<file path="config.mk">
export PLATFORM = sky130hd
export DESIGN_NAME = msp_seq
export DESIGN_NICKNAME = d
export VERILOG_FILES = /design/src/rtl/msp_pkg.sv /design/src/rtl/msp_seq.sv
export SDC_FILE = /design/constraint.sdc
export NUM_CORES = 1
export LEC_CHECK = 0
export BUFFER_PORTS_ARGS = -buffer_cell sky130_fd_sc_hd__buf_2
export CAP_MARGIN = 20
export CORE_ASPECT_RATIO = 0.8
export CORE_MARGIN = 2
export CORE_UTILIZATION = 35
export DETAILED_ROUTE_END_ITERATION = 8
export PLACE_DENSITY_LB_ADDON = 0.25
export REMOVE_ABC_BUFFERS = 1
export SYNTH_ARGS = -nofsm -noshare
export SYNTH_HDL_FRONTEND = slang
export SYNTH_SLANG_ARGS = --single-unit
</file>
<file path="constraint.sdc">
create_clock -name clk -period 19.61 [get_ports clk]
set_input_delay 5.883 -clock clk [delete_from_list [all_inputs] [get_ports clk]]
set_output_delay 5.883 -clock clk [all_outputs]
set_load 0.01 [all_outputs]
</file>
<file path="src/rtl/msp_pkg.sv">
// Shared types and constants for the minimum-sum compatible pair search.
// Used by the store, the sequencer and the top level. No dependencies.

package msp_pkg;

  localparam int COST_W          = 32;
  localparam int SUM_W           = 33;
  localparam int IDX_W           = 6;
  localparam int SIZE_W          = 7;
  localparam int ROW_W           = 64;
  localparam int MAX_ENTRIES_DEF = 64;

  localparam logic [SIZE_W-1:0] SIZE_RESET = 7'd64;

  typedef enum logic [1:0] {
    CMD_WRITE_X   = 2'd0,
    CMD_WRITE_Y   = 2'd1,
    CMD_WRITE_ROW = 2'd2,
    CMD_SEARCH    = 2'd3
  } cmd_t;

  // Registered read data from the store, for the pair being evaluated.
  typedef struct packed {
    logic signed [COST_W-1:0] x_cost;
    logic signed [COST_W-1:0] y_cost;
    logic                     compat;
  } rd_data_t;

endpackage

</file>
<file path="src/rtl/msp_seq.sv">
// Search sequencer: walks the L-shaped shells one pair at a time through a
// single shared adder and comparator, and holds the result register.
// Depends on msp_pkg.

module msp_seq #(
  parameter int MAX_ENTRIES = msp_pkg::MAX_ENTRIES_DEF,
  localparam int AW = $clog2(MAX_ENTRIES),
  localparam int CW = $clog2(MAX_ENTRIES + 1)
) (
  input  logic                             clk,
  input  logic                             rst,
  input  logic                             start,
  input  logic [msp_pkg::SIZE_W-1:0]       size_cfg,
  input  msp_pkg::rd_data_t                rd_data,
  output logic [AW-1:0]                    rd_x,
  output logic [AW-1:0]                    rd_y,
  output logic                             busy,
  output logic                             out_valid,
  input  logic                             out_stall,
  output logic                             found,
  output logic [msp_pkg::IDX_W-1:0]        x_index,
  output logic [msp_pkg::IDX_W-1:0]        y_index,
  output logic signed [msp_pkg::SUM_W-1:0] best_sum
);

  typedef enum logic [1:0] {S_IDLE, S_READ, S_EVAL, S_DONE} state_t;
  typedef enum logic [2:0] {P_ORIGIN, P_CHECK, P_ROW, P_COL, P_DIAG} phase_t;

  localparam logic [msp_pkg::SIZE_W-1:0] DEPTH = msp_pkg::SIZE_W'(MAX_ENTRIES);

  state_t  state;
  phase_t  phase;
  logic [CW-1:0] i_cnt;
  logic [CW-1:0] j_cnt;
  logic [AW-1:0] cur_x;
  logic [AW-1:0] cur_y;
  logic          have;
  logic signed [msp_pkg::SUM_W-1:0] best;
  logic [AW-1:0] bx;
  logic [AW-1:0] by;

  logic [msp_pkg::SIZE_W-1:0]       n_wide;
  logic [CW-1:0]                    n_eff;
  logic [CW-1:0]                    i_next;
  logic [CW-1:0]                    j_next;
  logic signed [msp_pkg::SUM_W-1:0] sum;
  logic                             lt;
  logic                             take;
  logic                             out_free;

  // A size of zero acts as one, and a size above the depth as the depth.
  assign n_wide = (size_cfg == '0) ? msp_pkg::SIZE_W'(1) :
                  (size_cfg > DEPTH) ? DEPTH : size_cfg;
  assign n_eff  = n_wide[CW-1:0];
  assign i_next = i_cnt + CW'(1);
  assign j_next = j_cnt + CW'(1);

  // The one adder and comparator that every step of the search shares.
  assign sum  = {rd_data.x_cost[msp_pkg::COST_W-1], rd_data.x_cost}
              + {rd_data.y_cost[msp_pkg::COST_W-1], rd_data.y_cost};
  assign lt   = sum < best;
  assign take = (state == S_EVAL) && (phase != P_CHECK) && rd_data.compat && (!have || lt);

  assign out_free = !out_valid || !out_stall;
  assign busy     = (state != S_IDLE);
  assign rd_x     = cur_x;
  assign rd_y     = cur_y;

  always_ff @(posedge clk) begin
    if (rst) begin
      state     <= S_IDLE;
      phase     <= P_ORIGIN;
      have      <= 1'b0;
      out_valid <= 1'b0;
    end else begin
      // In the done state a free result register is refilled below instead.
      if (out_valid && !out_stall && state != S_DONE) begin
        out_valid <= 1'b0;
      end
      if (take) begin
        have <= 1'b1;
        best <= sum;
        bx   <= cur_x;
        by   <= cur_y;
      end
      unique case (state)
        S_IDLE: begin
          if (start) begin
            have  <= 1'b0;
            phase <= P_ORIGIN;
            cur_x <= '0;
            cur_y <= '0;
            state <= S_READ;
          end
        end
        S_READ: begin
          state <= S_EVAL;
        end
        S_EVAL: begin
          state <= S_READ;
          unique case (phase)
            P_ORIGIN: begin
              if (rd_data.compat || n_eff == CW'(1)) begin
                state <= S_DONE;
              end else begin
                i_cnt <= CW'(1);
                phase <= P_CHECK;
              end
            end
            P_CHECK: begin
              // The shell cannot beat a best already at or below its corner sum.
              if (have && !lt) begin
                state <= S_DONE;
              end else begin
                j_cnt <= i_cnt;
                phase <= P_ROW;
                cur_x <= AW'(i_cnt - CW'(1));
                cur_y <= AW'(i_cnt);
              end
            end
            P_ROW: begin
              phase <= P_COL;
              cur_x <= cur_y;
              cur_y <= cur_x;
            end
            P_COL: begin
              if (j_next == n_eff) begin
                phase <= P_DIAG;
                cur_x <= AW'(i_cnt);
                cur_y <= AW'(i_cnt);
              end else begin
                j_cnt <= j_next;
                phase <= P_ROW;
                cur_x <= cur_y;
                cur_y <= AW'(j_next);
              end
            end
            P_DIAG: begin
              // The diagonal pair just read is also the next shell's corner.
              if (i_next == n_eff) begin
                state <= S_DONE;
              end else begin
                i_cnt <= i_next;
                phase <= P_CHECK;
              end
            end
            default: begin
              state <= S_DONE;
            end
          endcase
        end
        S_DONE: begin
          if (out_free) begin
            out_valid <= 1'b1;
            found     <= have;
            x_index   <= have ? msp_pkg::IDX_W'(bx) : '0;
            y_index   <= have ? msp_pkg::IDX_W'(by) : '0;
            best_sum  <= have ? best : '0;
            state     <= S_IDLE;
          end
        end
        default: begin
          state <= S_IDLE;
        end
      endcase
    end
  end

endmodule

</file>
==> parameters.txt, run 1 <==
Parameter                              Value

Critical path
  Highest cell delay on the worst timing path ... approximately 540 ps
  Crit path max-delay cell type ... buf_4
  Worst r2r path cells ... 10
  End of the worst register-to-register path ... best[0]$_DFFE_PP_
  Crit path buf inv count ... 2
  Dominant delay contributor by cell family on the critical path ... compound AO/OA/AOI/OAI gates
  Endpoint kind of the worst setup timing path ... flip-flop
  Crit-path cells ... buf_2, ha_1, fa_1, a211oi_1, o21bai_1, o2111a_1, o2111a_1, o21ai_0, nand2_1, o311ai_0, ha_1, and4_1, a221oi_1, o21ai_0, a21oi_1, xor2_1, a211oi_4, buf_4
  Top fanout value on the critical path ... 45
  Launch instance of the worst register-to-register path ... best[2]$_DFFE_PP_
  Critical path data arrival time ... 10,610 ps
  Data required time at the worst endpoint ... around 20,000 ps
  Worst R2R Setup Slack ... about 16,000 ps
  Setup CP Type ... in2reg
  Number of stages on the worst setup path ... 18
  Setup crit start kind ... input port

Pwr
  Static leakage power ... 3.89 nW
  Post-layout power ... 730 uW
  Total power per unit cell area ... 75.8 mW/mm^2
  Worst-case vdd ir drop ... 0.0000590 V

Yosys
  Number of storage elements in the synthesis netlist ... 124
  Cell variety after synth ... just under 80
  Top FF cell, synth ... edfxtp_1
  Cell taking the most area after synthesis ... edfxtp_1
  Seq/Total Area, Yosys ... 45.3%
  Synthesized instance count ... between 700 and 800
  Async set-reset flop share out of synthesis ... 0%
  Yosys warns ... 0
  Top post-synthesis cells by area ... edfxtp_1 (44%), ha_1 (10%), and2_1 (3.3%)
  Top cell type's share of synthesized area ... 43.6%
  Netlist area before placement ... between 0.008 and 0.009 sq mm
  Syn_area_per_cell ... 10.3 sq um
  Post-synth EDFFs ... 117

Clock network
  Number of buffers added to fix hold violations after cts ... 0
  Register clock-pin slew on the reported worst setup and hold paths ... 60 ps
  Total CTS buffers ... 17
  CTS tree ... done
  Number of buffers added for setup after CTS ... 0
  H-Tree Level Count ... 4
  Clk Tree Root Cell ... clkbuf_16
  Insertion delay of the later-clocked pin in the worst-skew pair ... 420 ps
  # clock sinks ... 124
  Number of buffers on the longest clock path ... 2
  Resized cells post-CTS ... 0

STA
  Count of pins over their slew limit ... 0
  Period utilization ... 53.9%
  Worst relative slew slack ... 40.5%
  Worst hold margin ... 487 ps
  Number of hold-slack violations in the final timing report ... 0
  Slew at the pin closest to its max-slew limit ... a little under 900 ps
  Fin crit period ... 10,570 ps
  Final setup vio count ... 0
  Unrepaired setup endpoints after global routing ... false
  Setup slack of the critical path after layout ... 9040 ps
  Fmax ... 94.6 MHz
  Setup TNS Final ... 0 ps
  Final clock skew ... 8.61 ps

GRT
  Aggregate global-route resource usage ... 16.5%
  Global-route wire length before repair ... 32.0 mm
  Pin count of the biggest net entering global routing ... 47
  Number of antenna violations at the first check in global routing ... 0
  Via count of the first global-routing pass ... ~6,000
  Residual overflow from global routing ... 0

Die
  Die Area ... ~0.024 sq mm
  Top-level I/O count ... 136
  Starting utilization of the core area ... 35.7%
  Die Span X ... 174 microns
  Area of the core ... ~0.023 sq mm
  Site row count ... 49
  Height of the die ... 140 microns

Routing
  Wire per inst ... between 15 and 20 microns
  Starting DRC count in detailed routing ... 467
  Detailed-route via count ... 6,377
  Final routed wirelength across all metal layers ... between 15 and 20 mm
  DRT antenna net count ... 0
  DRC violation count after routing ... 0
  Via count normalized by instance count ... ~5.2
  Count of TritonRoute iterations in the first routing pass ... 6

Finish
  Utilization after layout ... 42.7%
  Highest-count cells in the layout ignoring fill and taps ... buf_2 (135), edfxtp_1 (117), ha_1 (67), nand2_1 (65), inv_1 (55)
  Antenna diode count ... 0
  Most common library cell in the layout ignoring fill and taps ... buf_2
  P&R area growth vs syn ... 19.5%
  Number of nets at the end of the flow ... 1,059
  Total of fill cells in the finished design ... roughly 2,200
  Layout cells sized above 1 ... between 20% and 30%

Status
  Outcome ... finished clean

Worst hold path
  Worst hold path class ... reg2reg
  End point of the worst hold path ... bx[5]$_DFFE_PP_
  WHS Path Cells ... 0
  Startpoint of the most critical hold path ... rd_x[5]$_SDFFCE_PN0P_

Place
  Detailed placer's ending HPWL ... between 15 and 20 mm
  Number of port buffers ... 135
  Final GP Congestion ... 0.890
  Pre-CTS WS ... ~8600 ps

Job
  Max capacitance violation total ... 0
==> synth_stat cells (9+ instances only) <==
cell	n
ha_1	67
nand3_1	22
mux2i_1	9
xor2_1	14
and2_1	42
o21a_1	9
edfxtp_1	117
inv_1	55
o21ai_0	34
xnor2_1	26
nor2_1	53
nor3_1	21
a21o_1	11
nand2_1	65
a21oi_1	43
nand4_1	9
clkbuf_1	19
nand2b_1	13
==> worst max-delay path by stage <==
stage                     from                    end  slack (ps)
finish              rd_data[1]      best[0]$_DFFE_PP_        9040
global route        rd_data[1]      best[0]$_DFFE_PP_        8730
CTS                 rd_data[1]      best[0]$_DFFE_PP_        9090
detailed placement  rd_data[1]        bx[3]$_DFFE_PP_        8640
global placement    rd_data[1]  rd_y[2]$_SDFFCE_PN0P_        8650
floorplan           rd_data[1]      best[0]$_DFFE_PP_        6570
==> final cells by class <==
cell class | count | area [sq um] | area share [%]
Tap cell | 306 | 383 | 3.98
Multi-Input combinational cell | 575 | 4080 | 42.4
Clock inverter | 15 | 163 | 1.69
Sequential cell | 124 | 3650 | 37.9
Inverter | 57 | 214 | 2.22
Clock buffer | 17 | 425 | 4.42
Timing Repair Buffer | 140 | 713 | 7.40
==> through the flow <==
step	cells	cell area [sq um]
CTS	1234	9630
global route	1234	9630
detailed placement	1202	9040
global placement	1201	9040
floorplan	756	7930
finish	1234	9630
==> state kept, by name, summed over array words and instances (netlist names) <==
signal and flops:
rd_x 6, have 1, out_valid 1, state 2, bx 6, found 1, best 33, x_index 6
j_cnt 7, best_sum 33, phase 3, rd_y 6, i_cnt 7, by 6, y_index 6
==> logic make-up after synthesis <==
| group | count (synthesis) | share of synthesized area (%) |
|---|---|---|
| AO/OA/AOI/OAI | 187 | 16.4 |
| XOR/XNOR | 40 | 4.35 |
| adder cells (fa/ha/maj) | 68 | 10.6 |
| buffers and inverters | 84 | 4.27 |
| flip-flops | 124 | 45.3 |
| multiplexers | 10 | 1.30 |
| AND/OR/NAND/NOR | 270 | 17.7 |
==> worst reg2reg max path: stages, from the launching register on <==
cell	delay, ps
edfxtp_1	350
inv_1	90
ha_1	250
a211oi_1	240
o221ai_1	160
a221oi_1	500
o21ai_0	220
a21oi_1	330
xor2_1	210
a211oi_4	250
buf_4	540
==> metal layers <==
| metal | GRT usage (%) | routed length (microns) | up-vias |
|---|---|---|---|
| met4 | 4.73 | 172 | 0 |
| li1 | - | - | 3191 |
| met5 | 0 | 0 | - |
| met1 | 25.0 | 10300 | 2999 |
| met3 | 3.06 | 858 | 14 |
| met2 | 23.9 | 8510 | 173 |
==> where the power goes <==
group          switching (mW)  total, mW  internal, mW
registers             0.00284      0.298         0.295
logic                  0.0700      0.120        0.0499
clock network           0.123      0.312         0.189
Power figures use the tool's default switching activity.
==> inputs of run 2 (changes only) <==
Clock period 19.61 ns to 10.7 ns, I/O delays scaled along.
==> run 2 against run 1 <==
  * Non-clock buffer count unchanged
  * Combinational power increased by 81%
  * Wire length about the same
  * Largest cell class unchanged
  * Sequential share of layout area about the same
  * Cell count about the same
  * First-iteration DRC count decreased by 19%
  * Critical path type unchanged
  * Critical endpoint is now best[27]$_DFFE_PP_
  * Clock skew increased by 1.0 ps
  * Via count about the same
==> parameters.txt, run 2 (synthesized netlist as in run 1, its figures left out) <==
Parameter                              Value

Finish
  Final instance area ... 0.00964 sq mm (was 0.00963 sq mm)
  Number of nets at the end of the flow ... 1,059 (unchanged)
  Most common library cell in the layout ignoring fill and taps ... buf_2 (unchanged)
  Highest-count cells in the layout ignoring fill and taps ... buf_2 (135), edfxtp_1 (117), ha_1 (67), nand2_1 (65), inv_1 (55) (unchanged)
  Antenna diode count ... 0 (unchanged)
  Biggest registers after layout ... best x33, best_sum x33 (unchanged)
  P&R area growth vs syn ... 19.6% (was 19.5%)
  Layout cells sized above 1 ... 20.5% (was 20.6%)
  Total of fill cells in the finished design ... 2,224 (was 2,212)

Critical path
  Worst R2R Setup Slack ... 6910 ps (was 16,080 ps)
  Endpoint kind of the worst setup timing path ... flip-flop (unchanged)
  Setup crit start kind ... input port (unchanged)
  Data required time at the worst endpoint ... 10,760 ps (was 19,660 ps)
  Critical path data arrival time ... 8320 ps (was 10,610 ps)
  Setup CP Type ... in2reg (unchanged)
  Highest cell delay on the worst timing path ... 630 ps (was 540 ps)
  End of the worst register-to-register path ... best[27]$_DFFE_PP_ (was best[0]$_DFFE_PP_)
  Worst r2r path cells ... 10 (unchanged)
  Crit-path cells ... buf_2, ha_1, fa_1, a211oi_1, o21bai_1, o2111a_1, o21a_1, a221o_1, a21oi_1, xnor2_1, ha_1, a21oi_1, o21ai_0, a221oi_1, o221ai_1, a21oi_1, xor2_1, a211oi_4, buf_4 (was buf_2, ha_1, fa_1, a211oi_1, o21bai_1, o2111a_1, o2111a_1, o21ai_0, nand2_1, o311ai_0, ha_1, and4_1, a221oi_1, o21ai_0, a21oi_1, xor2_1, a211oi_4, buf_4)
  Worst path most repeated cell ... a21oi_1
  Crit path buf inv count ... 2 (unchanged)
  Crit path max-delay cell type ... a211oi_4 (was buf_4)
  Number of stages on the worst setup path ... 19 (was 18)
  Top fanout value on the critical path ... 34 (was 45)
  Setup crit end ... best[27]$_DFFE_PP_ (was best[0]$_DFFE_PP_)
  Crit path launch ... rd_data[1] (unchanged)
  Dominant delay contributor by cell family on the critical path ... compound AO/OA/AOI/OAI gates (unchanged)
  Launch instance of the worst register-to-register path ... best[2]$_DFFE_PP_ (unchanged)

STA
  Fmax ... 121 MHz
  Worst relative slew slack ... 35.6% (was 40.5%)
  Unrepaired setup endpoints after global routing ... false (unchanged)
  Period utilization ... 77.2%
  Final setup vio count ... 0 (unchanged)
  Count of pins over their slew limit ... 0 (unchanged)
  Fin crit period ... 8260 ps
  Slew at the pin closest to its max-slew limit ... 961 ps (was 888 ps)
  Setup TNS Final ... 0 ps (unchanged)
  Number of hold-slack violations in the final timing report ... 0 (unchanged)
  Final clock skew ... 9.63 ps (was 8.61 ps)
  Worst hold margin ... 500 ps (was 487 ps)

Clock network
  Number of buffers added to fix hold violations after cts ... 0 (unchanged)
  Clk Tree Root Cell ... clkbuf_16 (unchanged)
  CTS tree ... done (unchanged)
  H-Tree Level Count ... 4 (unchanged)
  # clock sinks ... 124 (unchanged)
  Number of buffers added for setup after CTS ... 0 (unchanged)
  Insertion delay of the later-clocked pin in the worst-skew pair ... 420 ps (about the same)
  Number of buffers on the longest clock path ... 2 (unchanged)
  Register clock-pin slew on the reported worst setup and hold paths ... 60 ps (about the same)
  Total CTS buffers ... 17 (unchanged)
  Resized cells post-CTS ... 0 (unchanged)

Pwr
  Total power per unit cell area ... 141 mW/mm^2 (was 75.8 mW/mm^2)
  Static leakage power ... 3.89 nW (about the same)
  Worst-case vdd ir drop ... 0.000110 V (was 0.0000590 V)

Die
  Site row count ... 49 (unchanged)
  Die Area ... 0.0243 sq mm (unchanged)
  Top-level I/O count ... 136 (unchanged)
  Starting utilization of the core area ... 35.7% (unchanged)
  Area of the core ... 0.0226 sq mm (unchanged)
  Height of the die ... 140 microns (unchanged)
  Die Span X ... 174 microns (unchanged)

Place
  Detailed placer's ending HPWL ... 15.1 mm (was 15.2 mm)
  Number of port buffers ... 135 (unchanged)
  Placed instance area ... 0.00904 sq mm (unchanged)
  Final GP Congestion ... 0.874 (was 0.890)

Worst hold path
  Worst hold path class ... reg2reg (unchanged)

Routing
  Wire per inst ... 16.1 microns (about the same)
  DRT antenna net count ... 0 (unchanged)
  Count of TritonRoute iterations in the first routing pass ... 5 (was 6)
  Detailed-route via count ... 6,373 (was 6,377)
  DRC violation count after routing ... 0 (unchanged)
  Starting DRC count in detailed routing ... 376 (was 467)
  Final routed wirelength across all metal layers ... 19.9 mm (about the same)
  Via count normalized by instance count ... 5.17 (about the same)

GRT
  Residual overflow from global routing ... 0 (unchanged)
  Number of antenna violations at the first check in global routing ... 0 (unchanged)
  Global-route wire length before repair ... 31.9 mm (was 32.0 mm)
  Aggregate global-route resource usage ... 16.6% (was 16.5%)
  Via count of the first global-routing pass ... 5,992 (was 5,968)
  Pin count of the biggest net entering global routing ... 47 (unchanged)

Job
  Max capacitance violation total ... 0 (unchanged)

Status
  Outcome ... finished clean (unchanged)
[run 2: cell types whose count changed in the layout (fill, tap and decap cells not counted)]
cell / before / now
inv_6: 6 / 2
clkinv_1: 3 / 2
bufinv_16: 2 / 3
clkinvlp_4: 2 / 4
clkbuf_1: 0 / 1
[run 2: metal layers]
metal,vias up,global-route usage [%],part of all wire [%]
met2,185,23.2,42
met1,2979,25.1,51
met4,0,6.24,2.0
met5,-,0,0
li1,3182,-,-
met3,27,3.28,5.0
[run 2: cell type report]
class / count / area (sq um) / area share [%]
Timing Repair Buffer: 140 / 713 / 7.40
Inverter: 57 / 214 / 2.22
Clock inverter: 13 / 169 / 1.75
Tap cell: 306 / 383 / 3.97
Clock buffer: 18 / 429 / 4.45
Sequential cell: 124 / 3650 / 37.9
Multi-Input combinational cell: 575 / 4080 / 42.3
[run 2: worst min-delay path by stage]
| stage | start | slack [ps] | depth (start not counted) | to |
|---|---|---|---|---|
| 2_1_floorplan | bx[0]$_DFFE_PP_ | 500 | 1 | x_index[0]$_SDFFCE_PN0P_ |
| 3_3_place_gp | rd_x[5]$_SDFFCE_PN0P_ | 490 | 0 | bx[5]$_DFFE_PP_ |
| 3_5_place_dp | rd_x[5]$_SDFFCE_PN0P_ | 490 | 0 | bx[5]$_DFFE_PP_ |
| 6_report | rd_x[5]$_SDFFCE_PN0P_ | 500 | 0 | bx[5]$_DFFE_PP_ |
| 5_1_grt | rd_x[5]$_SDFFCE_PN0P_ | 510 | 0 | bx[5]$_DFFE_PP_ |
| 4_1_cts | rd_x[5]$_SDFFCE_PN0P_ | 510 | 0 | bx[5]$_DFFE_PP_ |
[run 2: report_power, final]
part	internal (mW)	switching, mW	total (mW)
clock network	0.366	0.226	0.593
registers	0.540	0.00540	0.545
logic	0.0910	0.126	0.217
[run 2: metrics by stage]
| stage | setup WS (ps) | instances | utilization (%) | power [mW] |
|---|---|---|---|---|
| after global placement | 2130 | 1201 | 40.1 | 0.770 |
| after detailed placement | 1980 | 1202 | 40.1 | 0.771 |
| after floorplan | 334 | 756 | - | 0.703 |
| final | 2440 | 1233 | 42.7 | 1.36 |
| after global routing | 2000 | 1233 | 42.7 | 1.41 |
| after CTS | 2410 | 1233 | 42.7 | 1.36 |
==> inputs of run 3 (changes only) <==
Settings changed: ABC_AREA set to 1.
Clock period 10.7 ns to 6.6 ns, I/O delays scaled along.
==> run 3 against run 2 <==
  * Clock skew rose by 3.1 ps
  * Sequential share of layout area rose by 0.062 points
  * Non-clock buffer count rose by 1
  * Sequential cell count did not move
  * Die area fell by 1.5%
  * Power rose by 68%
  * Global-route usage rose by 1.3 points
  * Area after synthesis fell by 1.6%
  * Synthesized cell count rose by 22%
  * First-iteration DRC count rose by 30%
  * Largest cell class is now flip-flops and latches
==> parameters.txt, run 3 <==
Parameter                              Value

Pwr
  Switching Fraction ... 28.5% (was 26.4%)
  Worst-case vdd ir drop ... 0.000164 V (was 0.000110 V)
  Combinational Power Share ... 17.5% (was 16.0%)
  Static leakage power ... 4.79 nW (was 3.89 nW)
  Internal ... 1.62 mW (was 998 uW)
  Switching power ... 648 uW (was 358 uW)
  Sequential group share of total power ... 39.5% (was 40.2%)
  Portion of total power attributed to the clock network ... 43.0% (was 43.7%)
  Total power per unit cell area ... 236 mW/mm^2 (was 141 mW/mm^2)

Critical path
  Setup CP Type ... in2reg (unchanged)
  Setup crit start kind ... input port (unchanged)
  Data required time at the worst endpoint ... 6670 ps (was 10,760 ps)
  Critical path data arrival time ... 6070 ps (was 8320 ps)
  Top fanout value on the critical path ... 12 (was 34)
  Endpoint kind of the worst setup timing path ... flip-flop (unchanged)
  Worst r2r path cells ... 7 (was 10)

Clock network
  Total CTS buffers ... 17 (unchanged)
  Number of buffers on the longest clock path ... 2 (unchanged)
  Clk Tree Root Cell ... clkbuf_16 (unchanged)
  Insertion delay of the later-clocked pin in the worst-skew pair ... 430 ps (was 420 ps)
  Number of buffers added to fix hold violations after cts ... 0 (unchanged)
  Number of buffers added for setup after CTS ... 0 (unchanged)
  Register clock-pin slew on the reported worst setup and hold paths ... 60 ps (about the same)
  H-Tree Level Count ... 4 (unchanged)
  Resized cells post-CTS ... 0 (unchanged)
  CTS tree ... done (unchanged)
  # clock sinks ... 124 (unchanged)

GRT
  Via count of the first global-routing pass ... 6,384 (was 5,992)
  Number of antenna violations at the first check in global routing ... 0 (unchanged)
  Aggregate global-route resource usage ... 17.9% (was 16.6%)
  Global-route wire length before repair ... 33.1 mm (was 31.9 mm)
  Pin count of the biggest net entering global routing ... 50 (was 47)
  Residual overflow from global routing ... 0 (unchanged)

STA
  Setup slack of the critical path after layout ... 595 ps (was 2440 ps)
  Fin crit period ... ~6000 ps
  Worst relative slew slack ... 29.9% (was 35.6%)
  Setup TNS Final ... 0 ps (unchanged)
  Count of pins over their slew limit ... 0 (unchanged)
  Unrepaired setup endpoints after global routing ... false (unchanged)
  Final setup vio count ... 0 (unchanged)
  Slew at the pin closest to its max-slew limit ... 1050 ps (was 961 ps)
  Final clock skew ... 12.7 ps (was 9.63 ps)
  Period utilization ... 91.0%
  Number of hold-slack violations in the final timing report ... 0 (unchanged)
  Fmax ... around 170 MHz

Routing
  Wire per inst ... 14.6 microns (was 16.1 microns)
  DRC violation count after routing ... 0 (unchanged)
  Final routed wirelength across all metal layers ... 20.8 mm (was 19.9 mm)
  Detailed-route via count ... 6,732 (was 6,373)
  Starting DRC count in detailed routing ... 490 (was 376)
  Count of TritonRoute iterations in the first routing pass ... 6 (was 5)
  DRT antenna net count ... 0 (unchanged)
  Via count normalized by instance count ... 4.73 (was 5.17)

Yosys
  Top cell type's share of synthesized area ... 44.3% (was 43.6%)
  Synthesized instance count ... 952 (was 783)
  Post-synthesis compound-gate area fraction ... 9.02% (was 16.4%)
  Cell variety after synth ... 41 (was 79)
  Most common cell in the synthesized netlist ... nand2_1 (was edfxtp_1)
  Post-synth EDFFs ... 117 (unchanged)
  Synthesized-area fraction occupied by xor and xnor cells ... 3.86% (was 4.35%)
  Netlist area before placement ... 0.00794 sq mm (was 0.00806 sq mm)
  Most used standard cells in the synthesized netlist ... nand2_1 (266), inv_1 (168), edfxtp_1 (117) (was edfxtp_1 (117), ha_1 (67), nand2_1 (65))
  Async set-reset flop share out of synthesis ... 0% (unchanged)
  Synth Area in Simple Gates ... 21.6% (was 17.7%)
  Yosys warns ... 0 (unchanged)
  Seq/Total Area, Yosys ... 46.0% (was 45.3%)
  Combinational family with the most area after synthesis ... simple AND/OR/NAND/NOR gates (unchanged)
  Cell taking the most area after synthesis ... edfxtp_1 (unchanged)
  Syn_area_per_cell ... 8.34 sq um (was 10.3 sq um)
  Top FF cell, synth ... edfxtp_1 (unchanged)
  Fraction of the mapped netlist area in adder cells ... 10.8% (was 10.6%)
  Top post-synthesis cells by area ... edfxtp_1 (44%), nand2_1 (13%), ha_1 (11%) (was edfxtp_1 (44%), ha_1 (10%), and2_1 (3.3%))
  Number of storage elements in the synthesis netlist ... 124 (unchanged)
  Multiplexer area fraction after synthesis ... 0% (was 1.30%)

Finish
  Antenna diode count ... 0 (unchanged)
  Biggest registers after layout ... best x33, best_sum x33 (unchanged)
  Highest-count cells in the layout ignoring fill and taps ... nand2_1 (266), inv_1 (167), buf_2 (135), edfxtp_1 (117), nor2_1 (70) (was buf_2 (135), edfxtp_1 (117), ha_1 (67), nand2_1 (65), inv_1 (55))
  Layout cells sized above 1 ... 16.6% (was 20.5%)
  Number of nets at the end of the flow ... 1,247 (was 1,059)
  Utilization after layout ... 43.0% (was 42.7%)
  P&R area growth vs syn ... 21.3% (was 19.6%)
  Most common library cell in the layout ignoring fill and taps ... nand2_1 (was buf_2)

Place
  Pre-CTS WS ... 193 ps (was 1980 ps)
  Number of port buffers ... 135 (unchanged)
  Final GP Congestion ... 0.927 (was 0.874)
  Detailed placer's ending HPWL ... 15.9 mm (was 15.1 mm)

Die
  Starting utilization of the core area ... 35.5% (was 35.7%)
  Height of the die ... 139 microns (was 140 microns)
  Die Span X ... 172 microns (was 174 microns)
  Die Area ... 0.0239 sq mm (was 0.0243 sq mm)
  Area of the core ... 0.0224 sq mm (was 0.0226 sq mm)
  Site row count ... 49 (unchanged)
  Top-level I/O count ... 136 (unchanged)

Status
  Outcome ... finished clean (unchanged)

Job
  Max capacitance violation total ... 0 (unchanged)

Worst hold path
  WHS Path Cells ... 2 (was 0)
  Worst hold path class ... reg2reg (unchanged)
[run 3: final cells by class]
type                    count  area (sq um)
well taps                 306           383
clock buffers              17           425
multi-input cells         646          3600
clock inverters            15           173
repair buffers            141           746
flip-flops and latches    124          3650
fillers                  2283         12700
inverters                 173           649
[run 3: power by group through the flow]
stage                     Sequential [mW]  Clock [mW]  Combinational [mW]
final                               0.898       0.976               0.399
after global routing                0.899        1.02               0.455
after detailed placement            0.914           0               0.393
after global placement              0.914           0               0.391
after floorplan                     0.912           0               0.270
after CTS                           0.898       0.996               0.398
[run 3: per-stage QoR]
step	total power [mW]	hold WS (ps)	instances	instance area, sq um
final	2.27	507	1422	9630
after global routing	2.38	529	1422	9630
after CTS	2.29	509	1422	9630
after detailed placement	1.31	495	1390	9030
after global placement	1.30	477	1390	9030
after floorplan	1.18	470	943	7900
[run 3: cells by family after synthesis]
group / after synthesis
fa+ha+maj: 68
compound gates: 128
flops: 124
simple gates: 415
buf+inv: 182
xor+xnor: 35
[run 3: worst paths after layout]
kind                                            start                       end  slack [ps]
worst max-delay path                       rd_data[1]     rd_x[3]$_SDFFCE_PN0P_         590
worst min-delay path                  by[3]$_DFFE_PP_  y_index[3]$_SDFFCE_PN0P_         510
worst max register to register  state[1]$_SDFFE_PP0P_        best[26]$_DFFE_PP_        3690
worst min register to register        by[3]$_DFFE_PP_  y_index[3]$_SDFFCE_PN0P_         510
[run 3: layer usage]
metal | vias up | part of all wire [%] | wire (microns) | track usage, %
li1 | 3436 | - | - | -
met1 | 3053 | 52 | 10800 | 27.2
met2 | 228 | 41 | 8480 | 25.9
met3 | 15 | 6.4 | 1320 | 3.57
met4 | 0 | 0.78 | 163 | 4.56
met5 | - | 0 | 0 | 0
[run 3: worst max-delay path, cell delays in order]
cell and delay, ps:
buf_2 100, ha_1 210, fa_1 410, nand3_1 90
nand2_1 130, nand3_1 100, nand2_1 80, a21oi_1 290
inv_1 110, nand2_1 70, nand2_1 70, a21boi_0 290
o21ai_0 170, xor2_1 180, ha_1 310, nand2_1 80
nor2_1 150, nand2_1 70, nor2_1 120, nand2_1 70
nand2_1 50, nor2_1 50, nand3_1 80, nand2_1 80
nand4_1 200, o2111ai_1 150, inv_1 390
